File: src/hw/rtl/dsa_pkg.sv
`timescale 1ns / 1ps

package dsa_pkg;

  localparam int FUNC_W     = 2;
  localparam int PID_W      = 4;
  localparam int FD_W       = 5;
  localparam int LOW_W      = 6;
  localparam int FILE_W     = 6;
  localparam int STAT_W     = 2;
  localparam int SLOT_OUT_W = 5;
  localparam int CNT_W      = 10;

  localparam logic [CNT_W-1:0] REF_LIMIT = 10'd512;
  localparam logic [CNT_W-1:0] REF_ONE   = 10'd1;

  localparam int PROCESSES_DEF = 16;
  localparam int SLOTS_DEF     = 32;
  localparam int FILES_DEF     = 64;

  typedef enum logic [FUNC_W-1:0] {
    FUNC_ALLOC = 2'd0,
    FUNC_DUP   = 2'd1,
    FUNC_FREE  = 2'd2,
    FUNC_QUERY = 2'd3
  } dsa_func_e;

  typedef enum logic [STAT_W-1:0] {
    STAT_OK        = 2'd0,
    STAT_NO_SLOT   = 2'd1,
    STAT_SRC_EMPTY = 2'd2
  } dsa_stat_e;

  typedef enum logic [1:0] {
    ST_IDLE,
    ST_LOOK,
    ST_COUNT
  } dsa_state_e;

  typedef struct packed {
    logic capture;
    logic look_en;
    logic count_en;
    logic load;
  } dsa_cmd_t;

  typedef struct packed {
    logic need_count;
  } dsa_stat_t;

endpackage

File: src/hw/rtl/dsa_req_if.sv
`timescale 1ns / 1ps

interface dsa_req_if import dsa_pkg::*; ();
  logic              valid;
  logic              ready;
  logic [FUNC_W-1:0] func;
  logic [PID_W-1:0]  pid;
  logic [FD_W-1:0]   fd;
  logic [LOW_W-1:0]  low;
  logic [FILE_W-1:0] file_index;

  modport source (output valid, func, pid, fd, low, file_index, input ready);
  modport sink   (input valid, func, pid, fd, low, file_index, output ready);
endinterface

File: src/hw/rtl/dsa_rsp_if.sv
`timescale 1ns / 1ps

interface dsa_rsp_if import dsa_pkg::*; ();
  logic                  valid;
  logic                  ready;
  logic [STAT_W-1:0]     status;
  logic [SLOT_OUT_W-1:0] slot;
  logic                  occupied;
  logic [FILE_W-1:0]     held_file;
  logic [CNT_W-1:0]      ref_count;

  modport source (output valid, status, slot, occupied, held_file, ref_count, input ready);
  modport sink   (input valid, status, slot, occupied, held_file, ref_count, output ready);
endinterface

File: src/hw/rtl/dsa_ctrl.sv
`timescale 1ns / 1ps

module dsa_ctrl import dsa_pkg::*; (
  input  logic      clk_i,
  input  logic      rst_ni,
  input  logic      in_valid_i,
  input  logic      out_ready_i,
  input  dsa_stat_t stat_i,
  output logic      in_ready_o,
  output logic      out_valid_o,
  output dsa_cmd_t  cmd_o
);

  dsa_state_e state_q, state_d;
  logic       out_valid_q, out_valid_d;
  logic       out_room;

  assign out_room = !out_valid_q || out_ready_i;

  always_comb begin
    state_d = state_q;
    case (state_q)
      ST_IDLE: begin
        if (in_valid_i) state_d = ST_LOOK;
      end
      ST_LOOK: begin
        if (out_room) state_d = stat_i.need_count ? ST_COUNT : ST_IDLE;
      end
      ST_COUNT: begin
        if (out_room) state_d = ST_IDLE;
      end
      default: state_d = ST_IDLE;
    endcase
  end

  always_comb begin
    in_ready_o     = 1'b0;
    cmd_o.capture  = 1'b0;
    cmd_o.look_en  = 1'b0;
    cmd_o.count_en = 1'b0;
    case (state_q)
      ST_IDLE: begin
        in_ready_o    = 1'b1;
        cmd_o.capture = in_valid_i;
      end
      ST_LOOK:  cmd_o.look_en  = out_room;
      ST_COUNT: cmd_o.count_en = out_room;
      default: ;
    endcase
    cmd_o.load = (cmd_o.look_en && !stat_i.need_count) || cmd_o.count_en;
  end

  always_comb begin
    if (cmd_o.load) begin
      out_valid_d = 1'b1;
    end else if (out_ready_i) begin
      out_valid_d = 1'b0;
    end else begin
      out_valid_d = out_valid_q;
    end
  end

  always_ff @(posedge clk_i or negedge rst_ni) begin
    if (!rst_ni) begin
      state_q     <= ST_IDLE;
      out_valid_q <= 1'b0;
    end else begin
      state_q     <= state_d;
      out_valid_q <= out_valid_d;
    end
  end

  assign out_valid_o = out_valid_q;

endmodule

File: src/hw/rtl/dsa_datapath.sv
`timescale 1ns / 1ps

module dsa_datapath import dsa_pkg::*; #(
  parameter int PROCESSES = PROCESSES_DEF,
  parameter int SLOTS     = SLOTS_DEF,
  parameter int FILES     = FILES_DEF
) (
  input  logic                  clk_i,
  input  logic                  rst_ni,
  input  dsa_cmd_t              cmd_i,
  output dsa_stat_t             stat_o,
  input  logic [FUNC_W-1:0]     func_i,
  input  logic [PID_W-1:0]      pid_i,
  input  logic [FD_W-1:0]       fd_i,
  input  logic [LOW_W-1:0]      low_i,
  input  logic [FILE_W-1:0]     file_index_i,
  output logic [STAT_W-1:0]     status_o,
  output logic [SLOT_OUT_W-1:0] slot_o,
  output logic                  occupied_o,
  output logic [FILE_W-1:0]     held_file_o,
  output logic [CNT_W-1:0]      ref_count_o
);

  localparam int PW        = (PROCESSES > 1) ? $clog2(PROCESSES) : 1;
  localparam int SW        = $clog2(SLOTS);
  localparam int FW        = $clog2(FILES);
  localparam int MEM_DEPTH = PROCESSES << SW;
  localparam int AW        = $clog2(MEM_DEPTH);

  logic [PW-1:0] pid_map  [2**PID_W];
  logic [SW-1:0] fd_map   [2**FD_W];
  logic [FW-1:0] file_map [2**FILE_W];

  for (genvar i = 0; i < 2**PID_W; i++) begin : g_pid_map
    assign pid_map[i] = PW'(i % PROCESSES);
  end
  for (genvar i = 0; i < 2**FD_W; i++) begin : g_fd_map
    assign fd_map[i] = SW'(i % SLOTS);
  end
  for (genvar i = 0; i < 2**FILE_W; i++) begin : g_file_map
    assign file_map[i] = FW'(i % FILES);
  end

  dsa_func_e         func_q;
  logic [PW-1:0]     p_q;
  logic [SW-1:0]     fd_q;
  logic [LOW_W-1:0]  low_q;
  logic [FILE_W-1:0] fi_q;

  logic [SLOTS-1:0]  used_q [PROCESSES];
  logic [SLOTS-1:0]  used_d [PROCESSES];

  logic [FILE_W-1:0] slot_mem [MEM_DEPTH];
  logic [CNT_W-1:0]  ref_mem  [FILES];
  logic [FILE_W-1:0] slot_rdata_q;
  logic [CNT_W-1:0]  ref_rdata_q;

  logic [SLOTS-1:0]  used_row;
  logic              src_used;
  logic [LOW_W-1:0]  start;
  logic [SLOTS-1:0]  elig;
  logic              found;
  logic [SW-1:0]     free_slot;
  logic [CNT_W-1:0]  cnt_inc;
  logic [FW-1:0]     ref_raddr;

  logic              slot_we;
  logic [AW-1:0]     slot_waddr;
  logic [FILE_W-1:0] slot_wdata;
  logic              ref_we;
  logic [FW-1:0]     ref_waddr;
  logic [CNT_W-1:0]  ref_wdata;
  logic              do_alloc;

  logic [STAT_W-1:0]     status_d;
  logic [SLOT_OUT_W-1:0] slot_d;
  logic                  occupied_d;
  logic [FILE_W-1:0]     held_file_d;
  logic [CNT_W-1:0]      ref_count_d;

  always_ff @(posedge clk_i) begin
    if (cmd_i.capture) begin
      func_q <= dsa_func_e'(func_i);
      p_q    <= pid_map[pid_i];
      fd_q   <= fd_map[fd_i];
      low_q  <= low_i;
      fi_q   <= file_index_i;
    end
  end

  assign used_row = used_q[p_q];
  assign src_used = used_row[fd_q];
  assign start    = (func_q == FUNC_DUP) ? low_q : '0;

  always_comb begin
    found     = 1'b0;
    free_slot = '0;
    for (int i = 0; i < SLOTS; i++) begin
      elig[i] = !used_row[i] && (32'(i) >= 32'(start));
    end
    for (int i = SLOTS - 1; i >= 0; i--) begin
      if (elig[i]) begin
        found     = 1'b1;
        free_slot = SW'(i);
      end
    end
  end

  assign stat_o.need_count = (func_q == FUNC_DUP) && src_used && found;
  assign do_alloc  = cmd_i.look_en && (func_q == FUNC_ALLOC) && found;
  assign ref_raddr = file_map[slot_rdata_q];
  assign cnt_inc   = (ref_rdata_q < REF_LIMIT) ? ref_rdata_q + REF_ONE : ref_rdata_q;

  always_comb begin
    used_d = used_q;
    if (do_alloc || cmd_i.count_en) begin
      used_d[p_q][free_slot] = 1'b1;
    end
    if (cmd_i.look_en && (func_q == FUNC_FREE) && src_used) begin
      used_d[p_q][fd_q] = 1'b0;
    end
  end

  always_ff @(posedge clk_i or negedge rst_ni) begin
    if (!rst_ni) begin
      used_q <= '{default: '0};
    end else begin
      used_q <= used_d;
    end
  end

  assign slot_we    = do_alloc || cmd_i.count_en;
  assign slot_waddr = AW'({p_q, free_slot});
  assign slot_wdata = cmd_i.count_en ? slot_rdata_q : fi_q;

  always_ff @(posedge clk_i) begin
    if (slot_we) begin
      slot_mem[slot_waddr] <= slot_wdata;
    end
    if (cmd_i.capture) begin
      slot_rdata_q <= slot_mem[AW'({pid_map[pid_i], fd_map[fd_i]})];
    end
  end

  assign ref_we    = do_alloc || cmd_i.count_en;
  assign ref_waddr = cmd_i.count_en ? ref_raddr : file_map[fi_q];
  assign ref_wdata = cmd_i.count_en ? cnt_inc : REF_ONE;

  always_ff @(posedge clk_i) begin
    if (ref_we) begin
      ref_mem[ref_waddr] <= ref_wdata;
    end
    ref_rdata_q <= ref_mem[ref_raddr];
  end

  always_comb begin
    status_d    = STAT_OK;
    slot_d      = '0;
    occupied_d  = 1'b0;
    held_file_d = '0;
    ref_count_d = '0;
    if (cmd_i.count_en) begin
      slot_d      = SLOT_OUT_W'(free_slot);
      occupied_d  = 1'b1;
      held_file_d = slot_rdata_q;
      ref_count_d = cnt_inc;
    end else begin
      case (func_q)
        FUNC_ALLOC: begin
          if (found) begin
            slot_d      = SLOT_OUT_W'(free_slot);
            occupied_d  = 1'b1;
            held_file_d = fi_q;
            ref_count_d = REF_ONE;
          end else begin
            status_d = STAT_NO_SLOT;
          end
        end
        FUNC_DUP: begin
          status_d = src_used ? STAT_NO_SLOT : STAT_SRC_EMPTY;
        end
        FUNC_FREE, FUNC_QUERY: begin
          occupied_d  = src_used;
          held_file_d = src_used ? slot_rdata_q : '0;
        end
        default: status_d = STAT_OK;
      endcase
    end
  end

  always_ff @(posedge clk_i) begin
    if (cmd_i.load) begin
      status_o    <= status_d;
      slot_o      <= slot_d;
      occupied_o  <= occupied_d;
      held_file_o <= held_file_d;
      ref_count_o <= ref_count_d;
    end
  end

endmodule

File: src/hw/rtl/descriptor_slot_allocator.sv
`timescale 1ns / 1ps

// Lowest-free-slot descriptor allocator. A request is accepted only while the block is idle.
// The result register is loaded in the look state that follows acceptance, or in the count
// state after it for a duplicate that finds a free slot, as its reference-count read is
// addressed by the file index that the slot memory read returns. Both states hold while
// the previous result still waits in the output register, and no new request is taken
// until the block is back in idle. A finished result may wait there while the next
// request is accepted; that request then holds before loading until the output is taken.
// No clearing pass is needed after reset: occupancy words reset at once, and slot and count
// entries are only read once written.
module descriptor_slot_allocator import dsa_pkg::*; #(
  parameter int PROCESSES = PROCESSES_DEF,
  parameter int SLOTS     = SLOTS_DEF,
  parameter int FILES     = FILES_DEF
) (
  input  logic      clk_i,
  input  logic      rst_ni,
  dsa_req_if.sink   req,
  dsa_rsp_if.source rsp
);

  dsa_cmd_t  cmd;
  dsa_stat_t stat;
  logic      in_ready;
  logic      out_valid;

  dsa_ctrl u_ctrl (
    .clk_i       (clk_i),
    .rst_ni      (rst_ni),
    .in_valid_i  (req.valid),
    .out_ready_i (rsp.ready),
    .stat_i      (stat),
    .in_ready_o  (in_ready),
    .out_valid_o (out_valid),
    .cmd_o       (cmd)
  );

  dsa_datapath #(
    .PROCESSES (PROCESSES),
    .SLOTS     (SLOTS),
    .FILES     (FILES)
  ) u_datapath (
    .clk_i        (clk_i),
    .rst_ni       (rst_ni),
    .cmd_i        (cmd),
    .stat_o       (stat),
    .func_i       (req.func),
    .pid_i        (req.pid),
    .fd_i         (req.fd),
    .low_i        (req.low),
    .file_index_i (req.file_index),
    .status_o     (rsp.status),
    .slot_o       (rsp.slot),
    .occupied_o   (rsp.occupied),
    .held_file_o  (rsp.held_file),
    .ref_count_o  (rsp.ref_count)
  );

  assign req.ready = in_ready;
  assign rsp.valid = out_valid;

`ifndef SYNTHESIS
  a_busy_after_accept : assert property (@(posedge clk_i) disable iff (!rst_ni)
    req.valid && req.ready |=> !req.ready)
    else $error("request accepted while previous one still in work");

  a_load_with_room : assert property (@(posedge clk_i) disable iff (!rst_ni)
    cmd.load |-> (!rsp.valid || rsp.ready))
    else $error("result loaded over a waiting result");

  a_single_phase : assert property (@(posedge clk_i) disable iff (!rst_ni)
    !(cmd.look_en && cmd.count_en) && !(cmd.capture && (cmd.look_en || cmd.count_en)))
    else $error("controller phases overlap");

  a_fail_clean : assert property (@(posedge clk_i) disable iff (!rst_ni)
    rsp.valid && (rsp.status != STAT_OK) |-> (rsp.ref_count == '0) && !rsp.occupied)
    else $error("failed request reports a slot");
`endif

endmodule

File: src/flat_wrapper.sv
// flat-port wrapper written by rule: the top's interface ports become plain ports
module descriptor_slot_allocator_flat import dsa_pkg::*;
#(
  parameter int PROCESSES = PROCESSES_DEF,
  parameter int SLOTS     = SLOTS_DEF,
  parameter int FILES     = FILES_DEF
)
  (clk_i, rst_ni, req_valid, req_func, req_pid, req_fd, req_low, req_file_index, req_ready, rsp_valid, rsp_status, rsp_slot, rsp_occupied, rsp_held_file, rsp_ref_count, rsp_ready);
  dsa_req_if req_i ();
  dsa_rsp_if rsp_i ();
  input  logic clk_i;
  input  logic rst_ni;
  input wire logic [$bits(req_i.valid)-1:0] req_valid;
  input wire logic [$bits(req_i.func)-1:0] req_func;
  input wire logic [$bits(req_i.pid)-1:0] req_pid;
  input wire logic [$bits(req_i.fd)-1:0] req_fd;
  input wire logic [$bits(req_i.low)-1:0] req_low;
  input wire logic [$bits(req_i.file_index)-1:0] req_file_index;
  output wire logic [$bits(req_i.ready)-1:0] req_ready;
  output wire logic [$bits(rsp_i.valid)-1:0] rsp_valid;
  output wire logic [$bits(rsp_i.status)-1:0] rsp_status;
  output wire logic [$bits(rsp_i.slot)-1:0] rsp_slot;
  output wire logic [$bits(rsp_i.occupied)-1:0] rsp_occupied;
  output wire logic [$bits(rsp_i.held_file)-1:0] rsp_held_file;
  output wire logic [$bits(rsp_i.ref_count)-1:0] rsp_ref_count;
  input wire logic [$bits(rsp_i.ready)-1:0] rsp_ready;
  assign req_i.valid = req_valid;
  assign req_i.func = req_func;
  assign req_i.pid = req_pid;
  assign req_i.fd = req_fd;
  assign req_i.low = req_low;
  assign req_i.file_index = req_file_index;
  assign req_ready = req_i.ready;
  assign rsp_valid = rsp_i.valid;
  assign rsp_status = rsp_i.status;
  assign rsp_slot = rsp_i.slot;
  assign rsp_occupied = rsp_i.occupied;
  assign rsp_held_file = rsp_i.held_file;
  assign rsp_ref_count = rsp_i.ref_count;
  assign rsp_i.ready = rsp_ready;
  descriptor_slot_allocator #(.PROCESSES(PROCESSES), .SLOTS(SLOTS), .FILES(FILES)) u_core (.clk_i(clk_i), .rst_ni(rst_ni), .req(req_i), .rsp(rsp_i));
endmodule
File: config.mk
export PLATFORM = sky130hd
export DESIGN_NAME = descriptor_slot_allocator_flat
export DESIGN_NICKNAME = d
export VERILOG_FILES = /design/src/hw/rtl/dsa_pkg.sv /design/src/hw/rtl/dsa_req_if.sv /design/src/hw/rtl/dsa_rsp_if.sv /design/src/hw/rtl/dsa_ctrl.sv /design/src/hw/rtl/dsa_datapath.sv /design/src/hw/rtl/descriptor_slot_allocator.sv /design/src/flat_wrapper.sv
export SDC_FILE = /design/constraint.sdc
export NUM_CORES = 2
export LEC_CHECK = 0
export BUFFER_PORTS_ARGS = -buffer_cell sky130_fd_sc_hd__buf_2
export CAP_MARGIN = 10
export CORE_MARGIN = 1.5
export CORE_UTILIZATION = 26
export CTS_CLUSTER_DIAMETER = 30
export DETAILED_ROUTE_END_ITERATION = 10
export SETUP_SLACK_MARGIN = 0.05
export SYNTH_ARGS = -nofsm -noshare
export SYNTH_HDL_FRONTEND = slang
export SYNTH_SLANG_ARGS = --single-unit
export TNS_END_PERCENT = 100
File: constraint.sdc
create_clock -name clk_i -period 14.9 [get_ports clk_i]
set_input_delay 4.47 -clock clk_i [delete_from_list [all_inputs] [get_ports clk_i]]
set_output_delay 4.47 -clock clk_i [all_outputs]
set_load 0.01 [all_outputs]
==> summary.txt <==
Status
  – Status: complete, but fails checks
  – Failing checks: design-rule violations

Synth
  – Synth Cell Area: 0.173 mm²
  – Adder-cell share of the synthesized area: 0.0000725
  – Commonest cells in the netlist: 3765 x edfxtp_1, 1330 x mux4_2, 654 x nor2_1
  – Ys async rst share: 0.120
  – Synth Area in Simple Gates: 0.0294
  – Cell with the most instances after synthesis: edfxtp_1
  – Sequential share of the synthesized area: 0.731
  – Synth top area share: 0.655
  – Post-synth EDFFs: 3765
  – Mapped Cells: 8679
  – Mux contribution to synthesized area: 0.182
  – Complex-gate fraction of the synthesized area: 0.0412
  – Largest family of logic cells by synthesized area: multiplexers
  – Ys Warns: 0
  – Synth area leaders: edfxtp_1 66%, mux4_2 17%, dfrtp_1 7.5%
  – Yosys top cell by area: edfxtp_1
  – XOR/XNOR Fraction of Synth Area: 0.000254
  – Yosys cell types: 96
  – Primary FF master, synth: edfxtp_1
  – Yosys reg bits: 4290
  – Mapped Avg Cell Area: 19.9 µm²
  – Total nets after synthesis: 8707

Clocking
  – Hold_buf cts: 0
  – Post_cts resized: 0
  – Clk buf depth: 4
  – Setup bufs post-CTS: 0
  – Worst-Skew Late Latency: 1.15 ns
  – H-tree depth: 6
  – CTS root buffer: clkbuf_16
  – TritonCTS buffer count: 753
  – CTS tree: yes
  – Clock transition at the registers of the reported paths: 0.05 ns
  – Clk sinks: 4290

Die
  – Initial Util: 0.261
  – Die H: 818 µm
  – Die Wd: 818 µm
  – Cell row count: 299
  – Placeable Area: 0.662 mm²
  – I/O pin count: 53
  – Die ar.: 0.668 mm²

GRT
  – Largest net degree at the start of global routing: 219
  – Initial antenna violation count: 25
  – Gr usage total: 0.147
  – Global route overflow: 0
  – Vias in the first global route: 94000
  – First-pass GRT wire length: 718 mm

Hold path
  – Worst Hold Class: reg2reg

Routing
  – Vias per Instance: 5.05
  – DR vias: 93500
  – Drt wl/cell: 27.5 µm
  – Final WL: 508 mm
  – DRC viols: 6
  – Final ANT Viol Nets: 0
  – Initial drt markers: 12600
  – Detailed Routing Iterations Pass 1: 9

STA
  – Worst setup margin: 5.98 ns
  – RSZ-0062 raised after global routing: no
  – Setup tns final: 0 ns
  – Post-route minimum period: 8.92 ns
  – Ratio of final minimum period to clock period: 0.599
  – Setup Viol. Count Final: 0
  – Final Hold Fails: 0
  – Hold WS: 0.490 ns
  – Slew @ Worst Pin: 1.36 ns
  – Setup Skew: 0.121 ns
  – Slew Limit Fails: 0
  – Rel. slew slack: 0.0888
  – Fmax achieved: 112 MHz

Place
  – Pre-CTS setup slack: 5.36 ns
  – Placed cell area: 0.184 mm²
  – Port Buffer Count: 52
  – Routability Congestion: 0.898
  – Placed Cells: 17100
  – HPWL after DPL: 302 mm

Pwr
  – PD cells: 160 mW/mm²
  – Peak VDD IR: 0.000136 V
  – Leakage power: 69.0 nW

Setup path
  – Worst Setup Start Kind: register
  – Worst Path Required: 15.58 ns
  – CP Capture Type: register
  – Cell chain of the critical path: buf_4, buf_4, mux2i_1, a22oi_1, a211oi_1, a211oi_1, o311ai_1, a2111oi_2, o32a_2, and3_2, nand2_2, buf_4, nor2_1
  – Max stage delay cell, worst path: and3_2
  – Critical Path AT: 9.60 ns
  – Crit-path most repeated cell: buf_4
  – Sum of buffers and inverters on the critical path: 3
  – Cell family with most CP delay: compound AO/OA/AOI/OAI gates
  – Largest stage delay, worst path: 1.13 ns
  – Critical path class: reg2reg
  – CP Max Fanout: 42

Cells and area
  – Nets: 9132
  – Fin area: 0.211 mm²
  – Share of cells above drive strength 1: 0.318
  – Final cell count without fillers: 18500
  – Area Overhead vs Synth: 22.1%

Flow run
  – Max_cap viols: 0
-- worst reg2reg max path, cell delays in order (launching register included) --
cell and delay, ns:
edfxtp_1 0.91, buf_4 0.51, buf_4 0.79, mux2i_1 0.25
a22oi_1 0.39, a211oi_1 0.19, a211oi_1 0.64, o311ai_1 0.28
a2111oi_2 0.56, o32a_2 0.69, and3_2 1.13, nand2_2 0.82
buf_4 0.55, nor2_1 0.76
-- logic make-up after synthesis --
kind of cell               after synthesis
DFF                                   4290
muxes                                 1466
AOI/OAI and AO/OA                     1151
and+or+nand+nor                       1111
buffers and inverters                  655
xor gates and xnor gates                 5
adders and majority gates                1
-- layer usage --
| layer | wire (µm) | share of wire | track usage |
|---|---|---|---|
| met5 | 34 | 0.000067 | 0 |
| met2 | 239000 | 0.47 | 0.232 |
| met4 | 18600 | 0.037 | 0.0548 |
| met1 | 204000 | 0.40 | 0.198 |
| met3 | 46900 | 0.092 | 0.0332 |
-- layout by cell type (no fill, tap or decap), types with 105 or more instances in the layout --
cell type and count:
mux2i_1 113, clkbuf_16 759, clkinv_2 119, bufinv_16 105
dfrtp_1 515, nor2_1 620, a31oi_1 185, edfxtp_1 3765
a21oi_1 529, buf_4 230, nand2_1 117, o21ai_0 105
mux4_2 1330
-- report_power, final --
part / internal [W] / switching [W] / total (W)
combinational: 0.000741 / 0.00186 / 0.00260
clock: 0.0114 / 0.00635 / 0.0177
sequential: 0.0134 / 0.0000809 / 0.0135
total: 0.0255 / 0.00829 / 0.0338
-- stage by stage --
step / total power [W] / utilization
floorplan: 0.0152 / -
global placement: 0.0162 / 0.278
detailed placement: 0.0163 / 0.278
CTS: 0.0339 / 0.318
global route: 0.0346 / 0.318
finish: 0.0338 / 0.318
-- worst paths after layout --
check	startpoint	to	slack, ns	cells past startpoint
worst max register to register	u_core.u_datapath.p_q[1]	u_core.u_datapath.slot_mem[33][3]	5.98	13
worst min register to register	u_core.u_datapath.used_q[427]	u_core.u_datapath.used_q[427]	0.49	1
worst max-delay path	u_core.u_datapath.p_q[1]	u_core.u_datapath.slot_mem[33][3]	5.98	13
worst min-delay path	u_core.u_datapath.used_q[427]	u_core.u_datapath.used_q[427]	0.49	1
max in group asynchronous	rst_ni	u_core.u_datapath.used_q[287]	9.33	3
min in group asynchronous	rst_ni	u_core.u_datapath.used_q[175]	3.34	1
-- cell type report --
type | count | area [µm²]
inverters | 16 | 105
flip-flops and latches | 4290 | 126000
multi-input cells | 3734 | 44300
well taps | 8729 | 10900
clock inverters | 572 | 7140
fillers | 62700 | 452000
clock buffers | 838 | 19500
repair buffers | 309 | 2520
diodes | 14 | 35.0
-- sequential cells by signal, summed over array words and instances (netlist names) --
name and flops:
u_core.u_datapath.low_q 6, u_core.u_datapath.status_o 2, u_core.u_datapath.used_q 512, u_core.u_datapath.p_q 4, u_core.u_datapath.slot_rdata_q 6, u_core.u_datapath.slot_mem 3072, u_core.u_ctrl.out_valid_o 1, u_core.u_ctrl.state_q 2
u_core.u_datapath.slot_o 5, u_core.u_datapath.ref_rdata_q 10, u_core.u_datapath.fd_q 5, u_core.u_datapath.held_file_o 6, u_core.u_datapath.ref_mem 640, u_core.u_datapath.ref_count_o 10, u_core.u_datapath.func_q 2, u_core.u_datapath.occupied_o 1
u_core.u_datapath.fi_q 6
No activity file was read; power rests on OpenSTA's default activity.
